## src/rtl/core/slsfp_pkg.sv

```systemverilog
package slsfp_pkg;

  // fixed field widths
  localparam int unsigned DATA_W     = 8;
  localparam int unsigned LEN_W      = 6;
  localparam int unsigned POS_W      = 5;
  localparam int unsigned CFG_IDX_W  = 2;
  localparam int unsigned CFG_DATA_W = 8;

  // output tdata: is_ack, message_id, payload_length, has_payload,
  // byte_position, payload_byte, frame_sum (37 bits) padded to 40
  localparam int unsigned OUT_FIELDS_W = 1 + DATA_W + LEN_W + 1 + POS_W + DATA_W + DATA_W;
  localparam int unsigned OUT_TDATA_W  = ((OUT_FIELDS_W + 7) / 8) * 8;

  localparam int unsigned PAYLOAD_DEPTH_DEF = 32;

  // configuration register reset values
  localparam logic [DATA_W-1:0] FIRST_SYNC_RST  = 8'h55;
  localparam logic [DATA_W-1:0] SYNC_UPLOAD_RST = 8'hAA;
  localparam logic [DATA_W-1:0] SYNC_ACK_RST    = 8'hAF;
  localparam logic [LEN_W-1:0]  MAX_PAYLOAD_RST = 6'd28;

  typedef enum logic [CFG_IDX_W-1:0] {
    CFG_FIRST_SYNC  = 2'd0,
    CFG_SYNC_UPLOAD = 2'd1,
    CFG_SYNC_ACK    = 2'd2,
    CFG_MAX_PAYLOAD = 2'd3
  } cfg_idx_e;

  typedef enum logic [2:0] {
    ST_SYNC1 = 3'd0,
    ST_SYNC2 = 3'd1,
    ST_ID    = 3'd2,
    ST_LEN   = 3'd3,
    ST_DATA  = 3'd4,
    ST_SUM   = 3'd5,
    ST_READ  = 3'd6,
    ST_LOAD  = 3'd7
  } state_e;

  // controller -> datapath
  typedef struct packed {
    logic sum_load;
    logic sum_add;
    logic set_ack;
    logic load_id;
    logic load_len;
    logic store_byte;
    logic clr_idx;
    logic rd_issue;
    logic out_load;
  } ctl_cmd_t;

  // datapath -> controller
  typedef struct packed {
    logic match_first;
    logic match_second;
    logic len_ok;
    logic len_in_zero;
    logic fill_done;
    logic sum_match;
    logic held_zero;
    logic emit_last;
    logic out_free;
  } dp_status_t;

endpackage

```

## src/rtl/core/slsfp_ctrl.sv

```systemverilog
module slsfp_ctrl
  import slsfp_pkg::*;
(
  input  logic       clk_i,
  input  logic       rst_ni,
  input  logic       rx_valid_i,
  output logic       rx_ready_o,
  input  dp_status_t status_i,
  output ctl_cmd_t   cmd_o
);

  state_e state_q, state_d;
  logic   accept;

  always_ff @(posedge clk_i or negedge rst_ni) begin
    if (!rst_ni) begin
      state_q <= ST_SYNC1;
    end else begin
      state_q <= state_d;
    end
  end

  assign rx_ready_o = (state_q != ST_READ) && (state_q != ST_LOAD);
  assign accept     = rx_valid_i && rx_ready_o;

  always_comb begin
    state_d = state_q;
    cmd_o   = '0;
    case (state_q)
      ST_SYNC1: begin
        if (accept) begin
          cmd_o.sum_load = 1'b1;
          if (status_i.match_first) state_d = ST_SYNC2;
        end
      end
      ST_SYNC2: begin
        if (accept) begin
          cmd_o.sum_add = 1'b1;
          if (status_i.match_second) begin
            cmd_o.set_ack = 1'b1;
            state_d       = ST_ID;
          end else begin
            state_d = ST_SYNC1;
          end
        end
      end
      ST_ID: begin
        if (accept) begin
          cmd_o.load_id = 1'b1;
          cmd_o.sum_add = 1'b1;
          state_d       = ST_LEN;
        end
      end
      ST_LEN: begin
        if (accept) begin
          if (status_i.len_ok) begin
            cmd_o.load_len = 1'b1;
            cmd_o.sum_add  = 1'b1;
            state_d        = status_i.len_in_zero ? ST_SUM : ST_DATA;
          end else begin
            state_d = ST_SYNC1;
          end
        end
      end
      ST_DATA: begin
        if (accept) begin
          cmd_o.store_byte = 1'b1;
          cmd_o.sum_add    = 1'b1;
          if (status_i.fill_done) state_d = ST_SUM;
        end
      end
      ST_SUM: begin
        if (accept) begin
          if (status_i.sum_match) begin
            cmd_o.clr_idx = 1'b1;
            state_d       = status_i.held_zero ? ST_LOAD : ST_READ;
          end else begin
            state_d = ST_SYNC1;
          end
        end
      end
      ST_READ: begin
        cmd_o.rd_issue = 1'b1;
        state_d        = ST_LOAD;
      end
      ST_LOAD: begin
        if (status_i.out_free) begin
          cmd_o.out_load = 1'b1;
          state_d        = status_i.emit_last ? ST_SYNC1 : ST_READ;
        end
      end
      default: begin
        state_d = ST_SYNC1;
      end
    endcase
  end

  // a result is loaded only after its byte was fetched (possibly waiting on
  // the output register since), or for an empty frame
  assert property (@(posedge clk_i) disable iff (!rst_ni)
    cmd_o.out_load && !status_i.held_zero
    |-> $past(state_q) == ST_READ || $past(state_q) == ST_LOAD)
    else $error("result loaded without a store read");

  // a good checksum always leads into the emit sequence
  assert property (@(posedge clk_i) disable iff (!rst_ni)
    accept && state_q == ST_SUM && status_i.sum_match
    |=> state_q == ST_READ || state_q == ST_LOAD)
    else $error("good frame not emitted");

endmodule

```

## src/rtl/core/slsfp_dp.sv

```systemverilog
module slsfp_dp
  import slsfp_pkg::*;
#(
  parameter int unsigned PAYLOAD_DEPTH = PAYLOAD_DEPTH_DEF
) (
  input  logic                   clk_i,
  input  logic                   rst_ni,
  input  logic                   cfg_we_i,
  input  logic [CFG_IDX_W-1:0]   cfg_idx_i,
  input  logic [CFG_DATA_W-1:0]  cfg_data_i,
  input  logic [DATA_W-1:0]      rx_byte_i,
  input  ctl_cmd_t               cmd_i,
  output dp_status_t             status_o,
  output logic                   out_valid_o,
  input  logic                   out_ready_i,
  output logic [OUT_TDATA_W-1:0] out_data_o,
  output logic                   out_last_o
);

  localparam int unsigned IDX_W = (PAYLOAD_DEPTH > 1) ? $clog2(PAYLOAD_DEPTH) : 1;
  localparam logic [DATA_W-1:0] DEPTH_C = DATA_W'(PAYLOAD_DEPTH);

  // configuration registers
  logic [DATA_W-1:0] first_sync_q, sync_upload_q, sync_ack_q;
  logic [LEN_W-1:0]  max_payload_q;

  always_ff @(posedge clk_i or negedge rst_ni) begin
    if (!rst_ni) begin
      first_sync_q  <= FIRST_SYNC_RST;
      sync_upload_q <= SYNC_UPLOAD_RST;
      sync_ack_q    <= SYNC_ACK_RST;
      max_payload_q <= MAX_PAYLOAD_RST;
    end else if (cfg_we_i) begin
      case (cfg_idx_e'(cfg_idx_i))
        CFG_FIRST_SYNC:  first_sync_q  <= cfg_data_i;
        CFG_SYNC_UPLOAD: sync_upload_q <= cfg_data_i;
        CFG_SYNC_ACK:    sync_ack_q    <= cfg_data_i;
        CFG_MAX_PAYLOAD: max_payload_q <= cfg_data_i[LEN_W-1:0];
        default: ;
      endcase
    end
  end

  // frame registers
  logic [DATA_W-1:0] sum_q, id_q, rd_q;
  logic [LEN_W-1:0]  len_q, fill_q, idx_q;
  logic              ack_q;
  logic [DATA_W-1:0] store_q [PAYLOAD_DEPTH];
  logic [IDX_W-1:0]  wr_addr, rd_addr;

  assign wr_addr = IDX_W'(fill_q);
  assign rd_addr = IDX_W'(idx_q);

  always_ff @(posedge clk_i) begin
    if (cmd_i.sum_load) sum_q <= rx_byte_i;
    else if (cmd_i.sum_add) sum_q <= sum_q + rx_byte_i;
    if (cmd_i.set_ack) ack_q <= (rx_byte_i != sync_upload_q);
    if (cmd_i.load_id) id_q <= rx_byte_i;
    if (cmd_i.load_len) len_q <= rx_byte_i[LEN_W-1:0];
    if (cmd_i.store_byte) store_q[wr_addr] <= rx_byte_i;
    if (cmd_i.rd_issue) rd_q <= store_q[rd_addr];
  end

  always_ff @(posedge clk_i or negedge rst_ni) begin
    if (!rst_ni) begin
      fill_q <= '0;
      idx_q  <= '0;
    end else begin
      if (cmd_i.load_len) fill_q <= '0;
      else if (cmd_i.store_byte) fill_q <= fill_q + 1'b1;
      if (cmd_i.clr_idx) idx_q <= '0;
      else if (cmd_i.out_load) idx_q <= idx_q + 1'b1;
    end
  end

  // status
  logic [LEN_W:0] fill_nx, idx_nx;
  assign fill_nx = {1'b0, fill_q} + 1'b1;
  assign idx_nx  = {1'b0, idx_q} + 1'b1;

  assign status_o.match_first  = (rx_byte_i == first_sync_q);
  assign status_o.match_second = (rx_byte_i == sync_upload_q) || (rx_byte_i == sync_ack_q);
  assign status_o.len_ok       = (rx_byte_i <= {2'b00, max_payload_q}) && (rx_byte_i <= DEPTH_C);
  assign status_o.len_in_zero  = (rx_byte_i == '0);
  assign status_o.fill_done    = (fill_nx >= {1'b0, len_q});
  assign status_o.sum_match    = (rx_byte_i == sum_q);
  assign status_o.held_zero    = (len_q == '0);
  assign status_o.emit_last    = (len_q == '0) || (idx_nx == {1'b0, len_q});
  assign status_o.out_free     = !out_valid_o || out_ready_i;

  // output register
  logic                   valid_q;
  logic [OUT_TDATA_W-1:0] data_q;
  logic                   last_q;
  logic                   has_pl;
  logic [DATA_W-1:0]      pl_byte;

  assign has_pl  = (len_q != '0);
  assign pl_byte = has_pl ? rd_q : '0;

  always_ff @(posedge clk_i or negedge rst_ni) begin
    if (!rst_ni) begin
      valid_q <= 1'b0;
    end else if (cmd_i.out_load) begin
      valid_q <= 1'b1;
    end else if (out_ready_i) begin
      valid_q <= 1'b0;
    end
  end

  always_ff @(posedge clk_i) begin
    if (cmd_i.out_load) begin
      data_q <= OUT_TDATA_W'({sum_q, pl_byte, idx_q[POS_W-1:0], has_pl, len_q, id_q, ack_q});
      last_q <= status_o.emit_last;
    end
  end

  assign out_valid_o = valid_q;
  assign out_data_o  = data_q;
  assign out_last_o  = last_q;

  // payload bytes are written only inside the announced length
  assert property (@(posedge clk_i) disable iff (!rst_ni)
    cmd_i.store_byte |-> fill_q < len_q)
    else $error("payload write beyond frame length");

  // store reads only happen for a non-empty frame, inside its length
  assert property (@(posedge clk_i) disable iff (!rst_ni)
    cmd_i.rd_issue |-> (len_q != '0) && (idx_q < len_q))
    else $error("store read outside frame");

  // a result never overwrites one that is still waiting
  assert property (@(posedge clk_i) disable iff (!rst_ni)
    cmd_i.out_load |-> !valid_q || out_ready_i)
    else $error("pending result overwritten");

endmodule

```

## src/rtl/core/sync_length_sum_frame_parser_unit.sv

```systemverilog
// channel    | dir | handshake                     | contents
// -----------+-----+-------------------------------+----------------------------------------
// s_axis     | in  | s_axis_tvalid / s_axis_tready | tdata[7:0] rx_byte
// m_axis     | out | m_axis_tvalid / m_axis_tready | tdata: frame result fields, tlast: last
// cfg        | in  | cfg_we_i (no wait)            | cfg_idx_i register index, cfg_data_i
//
// one received byte is taken per cycle while the parser is collecting a frame
// a good checksum starts a burst: each result takes a store read, then an output
// register load, and the input is held off until the burst ends; an empty frame
// skips the store read and gives one result
// downstream stalls hold the burst at the output register; the input side
// reopens as soon as the last result of the frame is loaded
// reset puts the parser in sync hunting and restores the register defaults;
// the payload store is not cleared
module sync_length_sum_frame_parser_unit
  import slsfp_pkg::*;
#(
  parameter int unsigned PAYLOAD_DEPTH = PAYLOAD_DEPTH_DEF
) (
  input  logic                   clk_i,
  input  logic                   rst_ni,
  // configuration write port
  input  logic                   cfg_we_i,
  input  logic [CFG_IDX_W-1:0]   cfg_idx_i,
  input  logic [CFG_DATA_W-1:0]  cfg_data_i,
  // received bytes
  input  logic                   s_axis_tvalid,
  output logic                   s_axis_tready,
  input  logic [DATA_W-1:0]      s_axis_tdata,   // [7:0] rx_byte
  // frame results
  output logic                   m_axis_tvalid,
  input  logic                   m_axis_tready,
  // [0] is_ack, [8:1] message_id, [14:9] payload_length, [15] has_payload,
  // [20:16] byte_position, [28:21] payload_byte, [36:29] frame_sum, rest zero
  output logic [OUT_TDATA_W-1:0] m_axis_tdata,
  output logic                   m_axis_tlast    // last result of the frame
);

  ctl_cmd_t   cmd;
  dp_status_t status;

  // sequencer: frame phases plus the emit loop
  slsfp_ctrl u_ctrl (
    .clk_i      (clk_i),
    .rst_ni     (rst_ni),
    .rx_valid_i (s_axis_tvalid),
    .rx_ready_o (s_axis_tready),
    .status_i   (status),
    .cmd_o      (cmd)
  );

  // config registers, running sum, header fields, payload store, output register
  slsfp_dp #(
    .PAYLOAD_DEPTH (PAYLOAD_DEPTH)
  ) u_dp (
    .clk_i       (clk_i),
    .rst_ni      (rst_ni),
    .cfg_we_i    (cfg_we_i),
    .cfg_idx_i   (cfg_idx_i),
    .cfg_data_i  (cfg_data_i),
    .rx_byte_i   (s_axis_tdata),
    .cmd_i       (cmd),
    .status_o    (status),
    .out_valid_o (m_axis_tvalid),
    .out_ready_i (m_axis_tready),
    .out_data_o  (m_axis_tdata),
    .out_last_o  (m_axis_tlast)
  );

endmodule

```

## config.mk

```make
export PLATFORM = sky130hd
export DESIGN_NAME = sync_length_sum_frame_parser_unit
export DESIGN_NICKNAME = d
export VERILOG_FILES = /design/src/rtl/core/slsfp_pkg.sv /design/src/rtl/core/slsfp_ctrl.sv /design/src/rtl/core/slsfp_dp.sv /design/src/rtl/core/sync_length_sum_frame_parser_unit.sv
export SDC_FILE = /design/constraint.sdc
export NUM_CORES = 1
export LEC_CHECK = 0
export ABC_AREA = 1
export BUFFER_PORTS_ARGS = -buffer_cell sky130_fd_sc_hd__buf_2
export CAP_MARGIN = 25
export CORE_MARGIN = 2
export CORE_UTILIZATION = 64
export CTS_BUF_LIST = sky130_fd_sc_hd__clkbuf_4 sky130_fd_sc_hd__clkbuf_8
export DETAILED_ROUTE_END_ITERATION = 16
export GPL_ROUTABILITY_DRIVEN = 1
export PLACE_DENSITY = 0.82
export SETUP_SLACK_MARGIN = 0.05
export SYNTH_ARGS = -nofsm -noshare
export SYNTH_HDL_FRONTEND = slang
export SYNTH_SLANG_ARGS = --single-unit
```

## constraint.sdc

```tcl
create_clock -name clk_i -period 2.8 [get_ports clk_i]
set_input_delay 0.14 -clock clk_i [delete_from_list [all_inputs] [get_ports clk_i]]
set_output_delay 0.14 -clock clk_i [all_outputs]
set_load 0.05 [all_outputs]
```

==> flow_summary.json, run 1 <==
{
  "outcome": "finished clean",
  "timing.final.crit_share_pct": 83.4,
  "vias_in_the_first_global_route": 11123,
  "setup_viol": 0,
  "cts-buffers-inserted": 56,
  "timing.max_slew.rel_slack_pct": 46.1,
  "async_flop_share_pct": 12.4,
  "finClkSkew_ps": 31.2,
  "yosysWarnings": 0,
  "power_switching_share_pct": 22.9,
  "die_area_um2": 25900,
  "comb_power_share_pct": 7.7,
  "critPathLaunchType": "flop",
  "synth_area_leader_cell": "sky130_fd_sc_hd__edfxtp_1",
  "hold_path.class": "in2reg",
  "p_total_mw": 12.0,
  "antenna_violating_nets_post_route": 0,
  "clock_latency_ps": 610,
  "drt-initial-drc-count": 1716,
  "synth.avg_cell_area_um2": 11.8,
  "yosys_register_bits": 371,
  "synth_area_leaders": "sky130_fd_sc_hd__edfxtp_1 (62%), sky130_fd_sc_hd__nor2_1 (4.9%), sky130_fd_sc_hd__dfrtp_1 (4.6%)",
  "drive_above_1_share_pct": 17.2,
  "netSwitchingPower_mw": 2.76,
  "cp-end-kind": "flop",
  "detail_route.wl_per_cell_um": 21.4,
  "grt_util_all_layers_pct": 30.9,
  "synthSimpleGateAreaFrac_pct": 11.8,
  "worst_ep_arrival_time_ps": 2820,
  "yosysUniqueCellTypes": 42,
  "clock_pin_slew_of_the_registers_on_the_worst_case_setup_and_hold_paths_ps": 70,
  "synth_top_family_by_area": "simple AND/OR/NAND/NOR gates",
  "synth_xor_xnor_area_share_pct": 1.66,
  "synth-compound-area-share_pct": 10.4,
  "power.internal_mw": 9.26,
  "h-tree-depth": 2,
  "io_buffer_count": 62,
  "layout.filler_cells": 1524,
  "finish.net_count": 1512,
  "design.core.area_um2": 24200,
  "synthMuxAreaShare_pct": 0.269,
  "cp.required_ps": 3280,
  "slew_worst_pin_ps": 808,
  "ioPinCount": 66,
  "dr_total_vias": 11254,
  "grt_first_pass_wirelength_mm": 61.1,
  "final_global_route_overflow_total": 0,
  "most_common_library_cells_after_synthesis": "sky130_fd_sc_hd__edfxtp_1 (325), sky130_fd_sc_hd__nor2_1 (205), sky130_fd_sc_hd__nand2_1 (163)",
  "timing_max_transition_violations_final": 0,
  "leakage_nw": 6.76,
  "power_frac_clock_pct": 39.6,
  "area_growth_pct": 14.2,
  "cts_num_sinks": 371,
  "dp.final_hpwl_mm": 24.6,
  "crit_path_max_fanout": 6,
  "grt_max_degree": 69,
  "timing_worst_setup_path_type": "reg2reg",
  "post_synthesis_cell_area_um2": 15800,
  "drt_first_pass_iters": 5,
  "synth_edf_count": 325,
  "route.final.wire_length_mm": 39.1,
  "final.min_clock_period_ps": 2330,
  "final_cell_count_without_fillers": 1830,
  "synth_fa_ha_area_share_pct": 2.03,
  "gp_congestion": 0.890,
  "tritoncts": "done",
  "initial_cell_density_of_the_core_pct": 65.1,
  "yosysSeqAreaShare_pct": 69.2,
  "setup_repair_after_global_routing_missed_its_margin": "no",
  "post-synth-top-area-fraction_pct": 61.8,
  "antenna_violations_before_repair": 0,
  "max-clock-path-buffers": 3,
  "dieHeight_um": 161,
  "setup_tns_ps": 0,
  "peakVddDrop_v": 0.000467,
  "drc_violation_count_after_routing": 0,
  "synthMostInstantiatedCell": "sky130_fd_sc_hd__edfxtp_1",
  "number_of_core_rows": 57,
  "antenna_cells": 0,
  "power.density_cell_area_nw_per_um2": 667,
  "max_freq_mhz": 428,
  "yosys_most_used_dff": "sky130_fd_sc_hd__edfxtp_1",
  "hold_viol_final": 0,
  "fin_util_pct": 74.4,
  "cts-root-buf": "sky130_fd_sc_hd__clkbuf_8",
  "die_width_um": 161,
  "share_seq_of_total_power_pct": 52.7,
  "numPlacedInstances": 1716,
  "post_cts.repair.setup_buffers": 0,
  "synth_cells": 1335,
  "maxCapViolations": 0,
  "vias_per_cell": 6.15
}
through the flow:
| stage | cell area, um2 | hold WS (ps) | setup WS, ps |
|---|---|---|---|
| final | 18000 | 39.3 | 465 |
| after global routing | 18000 | 30.8 | 230 |
| after CTS | 18000 | 1.88 | 475 |
| after detailed placement | 16700 | 260 | 487 |
| after global placement | 16700 | 258 | 534 |
| after floorplan | 15800 | -156 | 611 |
power groups by stage:
stage                     registers (mW)  logic [mW]  clock network, mW
after floorplan                     6.39       0.635                  0
after global placement              6.43       0.851                  0
after detailed placement            6.44       0.884                  0
after CTS                           6.33       0.911               4.79
after global routing                6.35        1.04               5.04
final                               6.33       0.920               4.76
sequential cells by signal, indices dropped and copies added (netlist names):
name / count
u_dp.idx_q: 6
u_dp.store_q: 256
u_dp.sum_q: 8
u_dp.out_valid_o: 1
u_dp.out_last_o: 1
u_dp.first_sync_q: 8
u_dp.len_q: 6
u_dp.id_q: 8
u_dp.ack_q: 1
u_dp.fill_q: 6
u_dp.sync_ack_q: 8
u_dp.sync_upload_q: 8
u_dp.max_payload_q: 6
u_dp.rd_q: 8
u_dp.out_data_o: 37
u_ctrl.state_q: 3
routing by layer:
layer / GRT usage, % / up-vias / share of wire [%] / routed length [um]
met5: 0 / - / 0 / 0
met4: 14.0 / 0 / 4.3 / 1670
met3: 5.47 / 146 / 9.5 / 3730
met2: 52.1 / 703 / 49 / 19300
met1: 39.6 / 5383 / 37 / 14400
li1: - / 5022 / - / -
critical path: stages (launching register included):
cell and delay (ps):
sky130_fd_sc_hd__dfrtp_1 440, sky130_fd_sc_hd__ha_1 250, sky130_fd_sc_hd__nand2_1 140, sky130_fd_sc_hd__nor2_1 70, sky130_fd_sc_hd__a211oi_1 260, sky130_fd_sc_hd__ha_1 320
sky130_fd_sc_hd__a21oi_1 140, sky130_fd_sc_hd__o211ai_1 100, sky130_fd_sc_hd__inv_1 60, sky130_fd_sc_hd__nand4_1 90, sky130_fd_sc_hd__nand2_1 160, sky130_fd_sc_hd__nor2_1 80
sky130_fd_sc_hd__nand2_1 70, sky130_fd_sc_hd__nand2_1 50
final timing paths:
| kind | start | to | slack, ps | cells past startpoint |
|---|---|---|---|---|
| max in group asynchronous | rst_ni | u_dp.sync_upload_q[7] | 1860 | 3 |
| min in group asynchronous | rst_ni | u_dp.idx_q[1] | 150 | 2 |
| max reg2reg | u_dp.fill_q[0] | u_ctrl.state_q[2] | 470 | 13 |
| min | s_axis_tdata[3] | u_dp.store_q[28][3] | 40 | 1 |
| max | u_dp.fill_q[0] | u_ctrl.state_q[2] | 470 | 13 |
| min reg2reg | u_dp.id_q[5] | u_dp.out_data_o[6] | 430 | 0 |
cells by family (layout without fill, tap and decap cells):
| logic type | after synthesis | after routing |
|---|---|---|
| flops | 371 | 371 |
| simple gates | 454 | 454 |
| compound gates | 284 | 284 |
| buf+inv | 166 | 335 |
| xor+xnor | 30 | 30 |
| other cells | 1 | 3 |
| fa+ha+maj | 25 | 25 |
| mux | 4 | 4 |
layout by cell type, fill, tap and decap left out, drive strengths merged:
master,n
or2,2
fa,1
nand2,164
nor4,3
nor2,208
inv,96
mux2,2
clkbuf,80
bufinv,5
xor2,6
dfstp,17
xnor2,24
o221ai,40
a31oi,4
o21bai,2
a211oi,1
o21ai,183
o22ai,26
o211ai,7
nand3,56
buf,126
dfrtp,29
mux2i,2
clkinv,14
dlygate4sd3,14
nand4,14
ha,24
o21a,1
conb,3
edfxtp,325
a21oi,20
nor3,7
area by class of cell:
class / count / area (um2) / area share, %
Inverter: 95 / 358 / 1.98
Clock buffer: 80 / 976 / 5.41
Tap cell: 324 / 405 / 2.25
Clock inverter: 20 / 236 / 1.31
Sequential cell: 371 / 10900 / 60.7
Timing Repair Buffer: 140 / 968 / 5.37
Multi-Input combinational cell: 800 / 4150 / 23.0
repair_timing:
item                      in CTS  in global routing
hold buffers                  14                  0
hold endpoints to repair      62                  0
gates resized for setup        0                  0
No activity file was read; power rests on OpenSTA's default activity.
==> run 2: changes to the inputs <==
clock period = 2.3 ns   (was 2.8 ns; I/O delays follow)
==> run 2 against run 1 <==
Sequential cell count did not move. Design area grew 0.96%. Clock skew is 28 ps higher. Clock power up 18%. Worst hold slack worse by 37 ps. Die area is the same. Clock-buffer cell count fell by 3. Critical endpoint is now u_ctrl.state_q[0]. Largest power group unchanged.
==> flow_summary.json, run 2 (synthesis results as in run 1) <==
{
  "outcome": "finished clean",
  "hold_path.class": "in2async",
  "antenna_violating_nets_post_route": 0,
  "die_area_um2": 25900,
  "setup_repair_after_global_routing_missed_its_margin": "yes",
  "leakage_nw": 6.82,
  "layout_commonest_cell": "sky130_fd_sc_hd__edfxtp_1",
  "dieHeight_um": 161,
  "setup_viol": 0,
  "power.density_cell_area_nw_per_um2": 795,
  "drive_above_1_share_pct": 17.9,
  "finish.net_count": 1522,
  "grt_util_all_layers_pct": 30.0,
  "peakVddDrop_v": 0.000560,
  "timing.final.crit_share_pct": 98.9,
  "die_width_um": 161,
  "worst_ep_arrival_time_ps": 2780,
  "dr_total_vias": 11223,
  "critPathLaunchType": "flop",
  "initial_cell_density_of_the_core_pct": 65.1,
  "dp.final_hpwl_mm": 24.0,
  "cts-buffers-inserted": 56,
  "grt_max_degree": 76,
  "cts-root-buf": "sky130_fd_sc_hd__clkbuf_8",
  "tritoncts": "done",
  "ioPinCount": 66,
  "fin_util_pct": 75.1,
  "drt-initial-drc-count": 1712,
  "design.core.area_um2": 24200,
  "holdWs_ps": 2.57,
  "clock_latency_ps": 640,
  "antenna_violations_before_repair": 0,
  "worst_path_largest_cell_delay_ps": 450,
  "drt_first_pass_iters": 8,
  "most_common_cell_type_on_the_critical_path": "sky130_fd_sc_hd__a21oi_1",
  "critical_path.n_buffers_inverters": 2,
  "maxCapViolations": 0,
  "numPlacedInstances": 1721,
  "final.min_clock_period_ps": 2270,
  "crit_path_max_fanout": 4,
  "antenna_cells": 0,
  "drc_violation_count_after_routing": 0,
  "critical_path.top_delay_family": "compound AO/OA/AOI/OAI gates",
  "hold_viol_final": 0,
  "final_cell_count_without_fillers": 1846,
  "timing.max_slew.rel_slack_pct": 57.1,
  "vias_in_the_first_global_route": 10939,
  "detail_route.wl_per_cell_um": 21.4,
  "post-route-worst-setup-slack_ps": 25.3,
  "final_cell_mix": "sky130_fd_sc_hd__edfxtp_1 (325), sky130_fd_sc_hd__nor2_1 (202), sky130_fd_sc_hd__nand2_1 (161), sky130_fd_sc_hd__o21ai_0 (139), sky130_fd_sc_hd__inv_1 (91)",
  "largest_register_ff_count": 256,
  "cts_num_sinks": 371,
  "max_freq_mhz": 440,
  "final_global_route_overflow_total": 0,
  "slew_worst_pin_ps": 643,
  "h-tree-depth": 2,
  "cp-end-kind": "flop",
  "cp_cell_sequence": "ha_4, nand2_4, nor2_2, a211oi_2, ha_1, a21oi_1, o211ai_1, inv_1, nand4_1, buf_4, a21oi_1, a21oi_1",
  "timing_max_transition_violations_final": 0,
  "number_of_core_rows": 57,
  "cp.required_ps": 2800,
  "io_buffer_count": 62,
  "gp_congestion": 0.884,
  "clock_pin_slew_of_the_registers_on_the_worst_case_setup_and_hold_paths_ps": 70,
  "max-clock-path-buffers": 3,
  "area_growth_pct": 15.3,
  "critPathSlowestCell": "sky130_fd_sc_hd__dfrtp_2",
  "place_worst_setup_slack_ps": 54.4,
  "route.final.wire_length_mm": 39.5,
  "finClkSkew_ps": 59.1,
  "timing_worst_setup_path_type": "reg2reg",
  "regMostFlops": "u_dp.store_q",
  "vias_per_cell": 6.08,
  "grt_first_pass_wirelength_mm": 59.6
}
## run 2: power by group
part | internal (mW) | total [mW] | switching (mW) | leakage, nW
Combinational | 0.419 | 1.15 | 0.728 | 2.76
Sequential | 7.57 | 7.70 | 0.124 | 3.43
Clock | 3.10 | 5.63 | 2.53 | 0.625
Total | 11.1 | 14.5 | 3.38 | 6.82
## run 2: layout make-up
cell class,instances,area (um2)
Sequential cell,371,10900
Fill cell,1460,6040
Multi-Input combinational cell,800,4190
Timing Repair Buffer,150,1140
Clock buffer,77,935
Tap cell,324,405
Inverter,95,358
Clock inverter,29,241
## run 2: stage by stage
step                      TNS (ps)  area (um2)  total power, mW
after CTS                        0       18100             14.4
after detailed placement         0       16800             8.93
after floorplan                  0       15800             8.55
final                            0       18200             14.5
after global placement           0       16800             8.88
after global routing          -266       18200             14.9
## run 2: tightest hold or removal path, cell delays in order
cell and delay, ps:
sky130_fd_sc_hd__dlygate4sd3_1 520, sky130_fd_sc_hd__buf_2 120, sky130_fd_sc_hd__buf_12 220
## run 2: repair_timing
action,CTS,global route
endpoints found under the setup margin,2,6
gates cloned,0,0
hold buffers,15,0
pin swaps,0,4
gates resized for setup,1,13
endpoints found under the hold margin,65,0
buffers inserted,0,3
## run 2: final timing paths
check	start	to	slack [ps]	depth (start not counted)
worst max register to register	u_dp.fill_q[1]	u_ctrl.state_q[0]	30	12
max in group asynchronous	rst_ni	u_dp.first_sync_q[4]	1810	4
worst max-delay path	u_dp.fill_q[1]	u_ctrl.state_q[0]	30	12
worst min register to register	u_dp.id_q[2]	u_dp.out_data_o[3]	420	0
worst min-delay path	rst_ni	u_dp.idx_q[0]	3	3
min in group clk_i	s_axis_tdata[3]	u_dp.store_q[26][3]	30	2
## run 2: metal layers
| layer | track usage [%] | share of wire [%] |
|---|---|---|
| met5 | 0 | 0 |
| met4 | 13.2 | 4.1 |
| met3 | 5.24 | 9.5 |
| met2 | 50.7 | 50 |
| met1 | 38.6 | 37 |
==> run 3: changes to the inputs <==
--- a/config.mk
+++ b/config.mk
@@ -7,5 +7,5 @@
 export LEC_CHECK = 0
 export ABC_AREA = 1
-export BUFFER_PORTS_ARGS = -buffer_cell sky130_fd_sc_hd__buf_2
+export BUFFER_PORTS_ARGS = -buffer_cell sky130_fd_sc_hd__buf_4
 export CAP_MARGIN = 25
 export CORE_MARGIN = 2
==> constraint.sdc (replaced) <==
create_clock -name clk_i -period 2.3 [get_ports clk_i]
set_input_delay 0.23 -clock clk_i [delete_from_list [all_inputs] [get_ports clk_i]]
set_output_delay 0.23 -clock clk_i [all_outputs]
set_load 0.05 [all_outputs]
==> run 3 against run 2 <==
Clock skew down 36 ps. Combinational power about the same. Register-to-register slack better by 70 ps. Worst hold slack better by 30 ps. Setup slack better by 75 ps. Fmax up 3.4%. Die area unchanged. Clock-buffer cell count up 7. Via count up 0.13%. Sequential cell count unchanged. Clock power down 7.6%.
==> flow_summary.json, run 3 (synthesis results as in run 1) <==
{
  "timing_worst_setup_path_type": "reg2reg",
  "cts_num_sinks": 371,
  "timing.max_slew.rel_slack_pct": 59.1,
  "final_global_route_overflow_total": 0,
  "regMostFlops": "u_dp.store_q",
  "timing.final.crit_share_pct": 95.6,
  "drc_violation_count_after_routing": 0,
  "crit_path_max_fanout": 4,
  "hold_path.class": "in2reg",
  "worstReg2RegEnd": "u_ctrl.state_q[2]",
  "die_width_um": 161,
  "worstHoldEndpoint": "u_dp.id_q[5]",
  "ioPinCount": 66,
  "detail_route.wl_per_cell_um": 21.0,
  "dieHeight_um": 161,
  "route.final.wire_length_mm": 38.8,
  "drive_above_1_share_pct": 18.3,
  "antenna_cells": 0,
  "vias_per_cell": 6.08,
  "dp.final_hpwl_mm": 24.4,
  "finish.net_count": 1526,
  "drt-initial-drc-count": 1489,
  "cp.required_ps": 2760,
  "io_buffer_count": 62,
  "max-clock-path-buffers": 3,
  "cp-end-kind": "flop",
  "leakage_nw": 6.87,
  "worst_reg2reg_setup_slack_ps": 100,
  "antenna_violating_nets_post_route": 0,
  "critPathLaunchType": "flop",
  "worst_ep_arrival_time_ps": 2660,
  "grt_first_pass_wirelength_mm": 60.2,
  "die_area_um2": 25900,
  "numPlacedInstances": 1730,
  "setup_viol": 0,
  "design.core.area_um2": 24200,
  "gp_congestion": 0.895,
  "finClkSkew_ps": 23.3,
  "largest_register_ff_count": 256,
  "antenna_violations_before_repair": 0,
  "grt_util_all_layers_pct": 30.4,
  "clock_pin_slew_of_the_registers_on_the_worst_case_setup_and_hold_paths_ps": 70,
  "power.density_cell_area_nw_per_um2": 769,
  "slew_worst_pin_ps": 613,
  "fin_util_pct": 75.3,
  "layout_commonest_cell": "sky130_fd_sc_hd__edfxtp_1",
  "final.min_clock_period_ps": 2200,
  "maxCapViolations": 0,
  "vias_in_the_first_global_route": 10983,
  "reg2reg_from": "u_dp.fill_q[1]",
  "dr_total_vias": 11238,
  "initial_cell_density_of_the_core_pct": 65.1,
  "final_cell_mix": "sky130_fd_sc_hd__edfxtp_1 (325), sky130_fd_sc_hd__nor2_1 (203), sky130_fd_sc_hd__nand2_1 (161), sky130_fd_sc_hd__o21ai_0 (140), sky130_fd_sc_hd__buf_4 (135)",
  "hold_path_depth": 1,
  "h-tree-depth": 2,
  "grt_max_degree": 56,
  "peakVddDrop_v": 0.000640,
  "number_of_core_rows": 57,
  "worst-r2r-cell-count": 13,
  "outcome": "finished clean",
  "tritoncts": "done",
  "drt_first_pass_iters": 6,
  "cts-buffers-inserted": 54,
  "hold_viol_final": 0,
  "max_freq_mhz": 455,
  "final_cell_count_without_fillers": 1848,
  "holdCritStartpoint": "s_axis_tdata[5]",
  "setup_repair_after_global_routing_missed_its_margin": "yes",
  "area_growth_pct": 15.7,
  "timing_max_transition_violations_final": 0,
  "cts-root-buf": "sky130_fd_sc_hd__clkbuf_8",
  "clock_latency_ps": 590
}
[run 3: repair_timing]
| item | CTS | global route |
|---|---|---|
| hold buffers | 12 | 0 |
| pin swaps | 0 | 6 |
| gates resized for setup | 1 | 7 |
| endpoints found under the setup margin | 1 | 3 |
| setup buffers | 0 | 4 |
| cloned | 0 | 0 |
| hold endpoints to repair | 63 | 0 |
[run 3: critical path, cell delays in order (launching register included)]
cell,delay [ps]
sky130_fd_sc_hd__dfrtp_1,400
sky130_fd_sc_hd__ha_2,210
sky130_fd_sc_hd__nand2_4,90
sky130_fd_sc_hd__nor2_2,50
sky130_fd_sc_hd__a211oi_2,270
sky130_fd_sc_hd__ha_1,320
sky130_fd_sc_hd__a21oi_2,140
sky130_fd_sc_hd__o211ai_1,80
sky130_fd_sc_hd__inv_1,60
sky130_fd_sc_hd__nand4_1,140
sky130_fd_sc_hd__nand2_2,150
sky130_fd_sc_hd__nor2_2,40
sky130_fd_sc_hd__nand2_1,70
sky130_fd_sc_hd__nand2_1,50
[run 3: power by group]
group	total, mW	internal, mW	leakage, nW	switching (mW)
Combinational	1.16	0.422	2.85	0.735
Sequential	7.69	7.57	3.43	0.117
Clock	5.20	2.77	0.589	2.43
[run 3: metal layers]
metal	global-route usage, %	vias up	wire [um]
li1	-	5047	-
met1	41.0	5445	14500
met2	51.6	667	19600
met3	4.65	79	3720
met4	9.94	0	986
met5	0	-	0
[run 3: final cells by class]
class                      instances  area (um2)
sequential                       371       10900
tap                              324         405
inverter                          95         358
fill                            1525        5980
clock inverter                    18        78.8
clock buffer                      84        1000
timing repair buffer             156        1310
multi-input combinational        800        4180
[run 3: worst max-delay path by stage]
| stage | endpoint | cells past startpoint | start | slack, ps |
|---|---|---|---|---|
| after floorplan | u_dp.out_data_o[0] | 5 | u_ctrl.state_q[2] | 110 |
| after global placement | u_ctrl.state_q[2] | 13 | u_dp.fill_q[1] | 120 |
| after detailed placement | u_ctrl.state_q[2] | 13 | u_dp.fill_q[1] | 60 |
| after CTS | u_ctrl.state_q[2] | 13 | u_dp.fill_q[1] | 110 |
| after global routing | u_ctrl.state_q[1] | 13 | u_dp.fill_q[1] | -30 |
| final | u_ctrl.state_q[2] | 13 | u_dp.fill_q[1] | 100 |
[run 3: stage by stage]
step | hold slack (ps) | power, mW | TNS (ps) | setup slack, ps | area (um2)
after floorplan | -65.6 | 8.55 | 0 | 111 | 15800
after global placement | 269 | 8.87 | 0 | 123 | 17000
after detailed placement | 265 | 8.93 | 0 | 55.2 | 17000
after CTS | 19.1 | 14.0 | 0 | 107 | 18200
after global routing | 12.7 | 14.5 | -87.9 | -32.0 | 18300
final | 32.4 | 14.0 | 0 | 100 | 18300
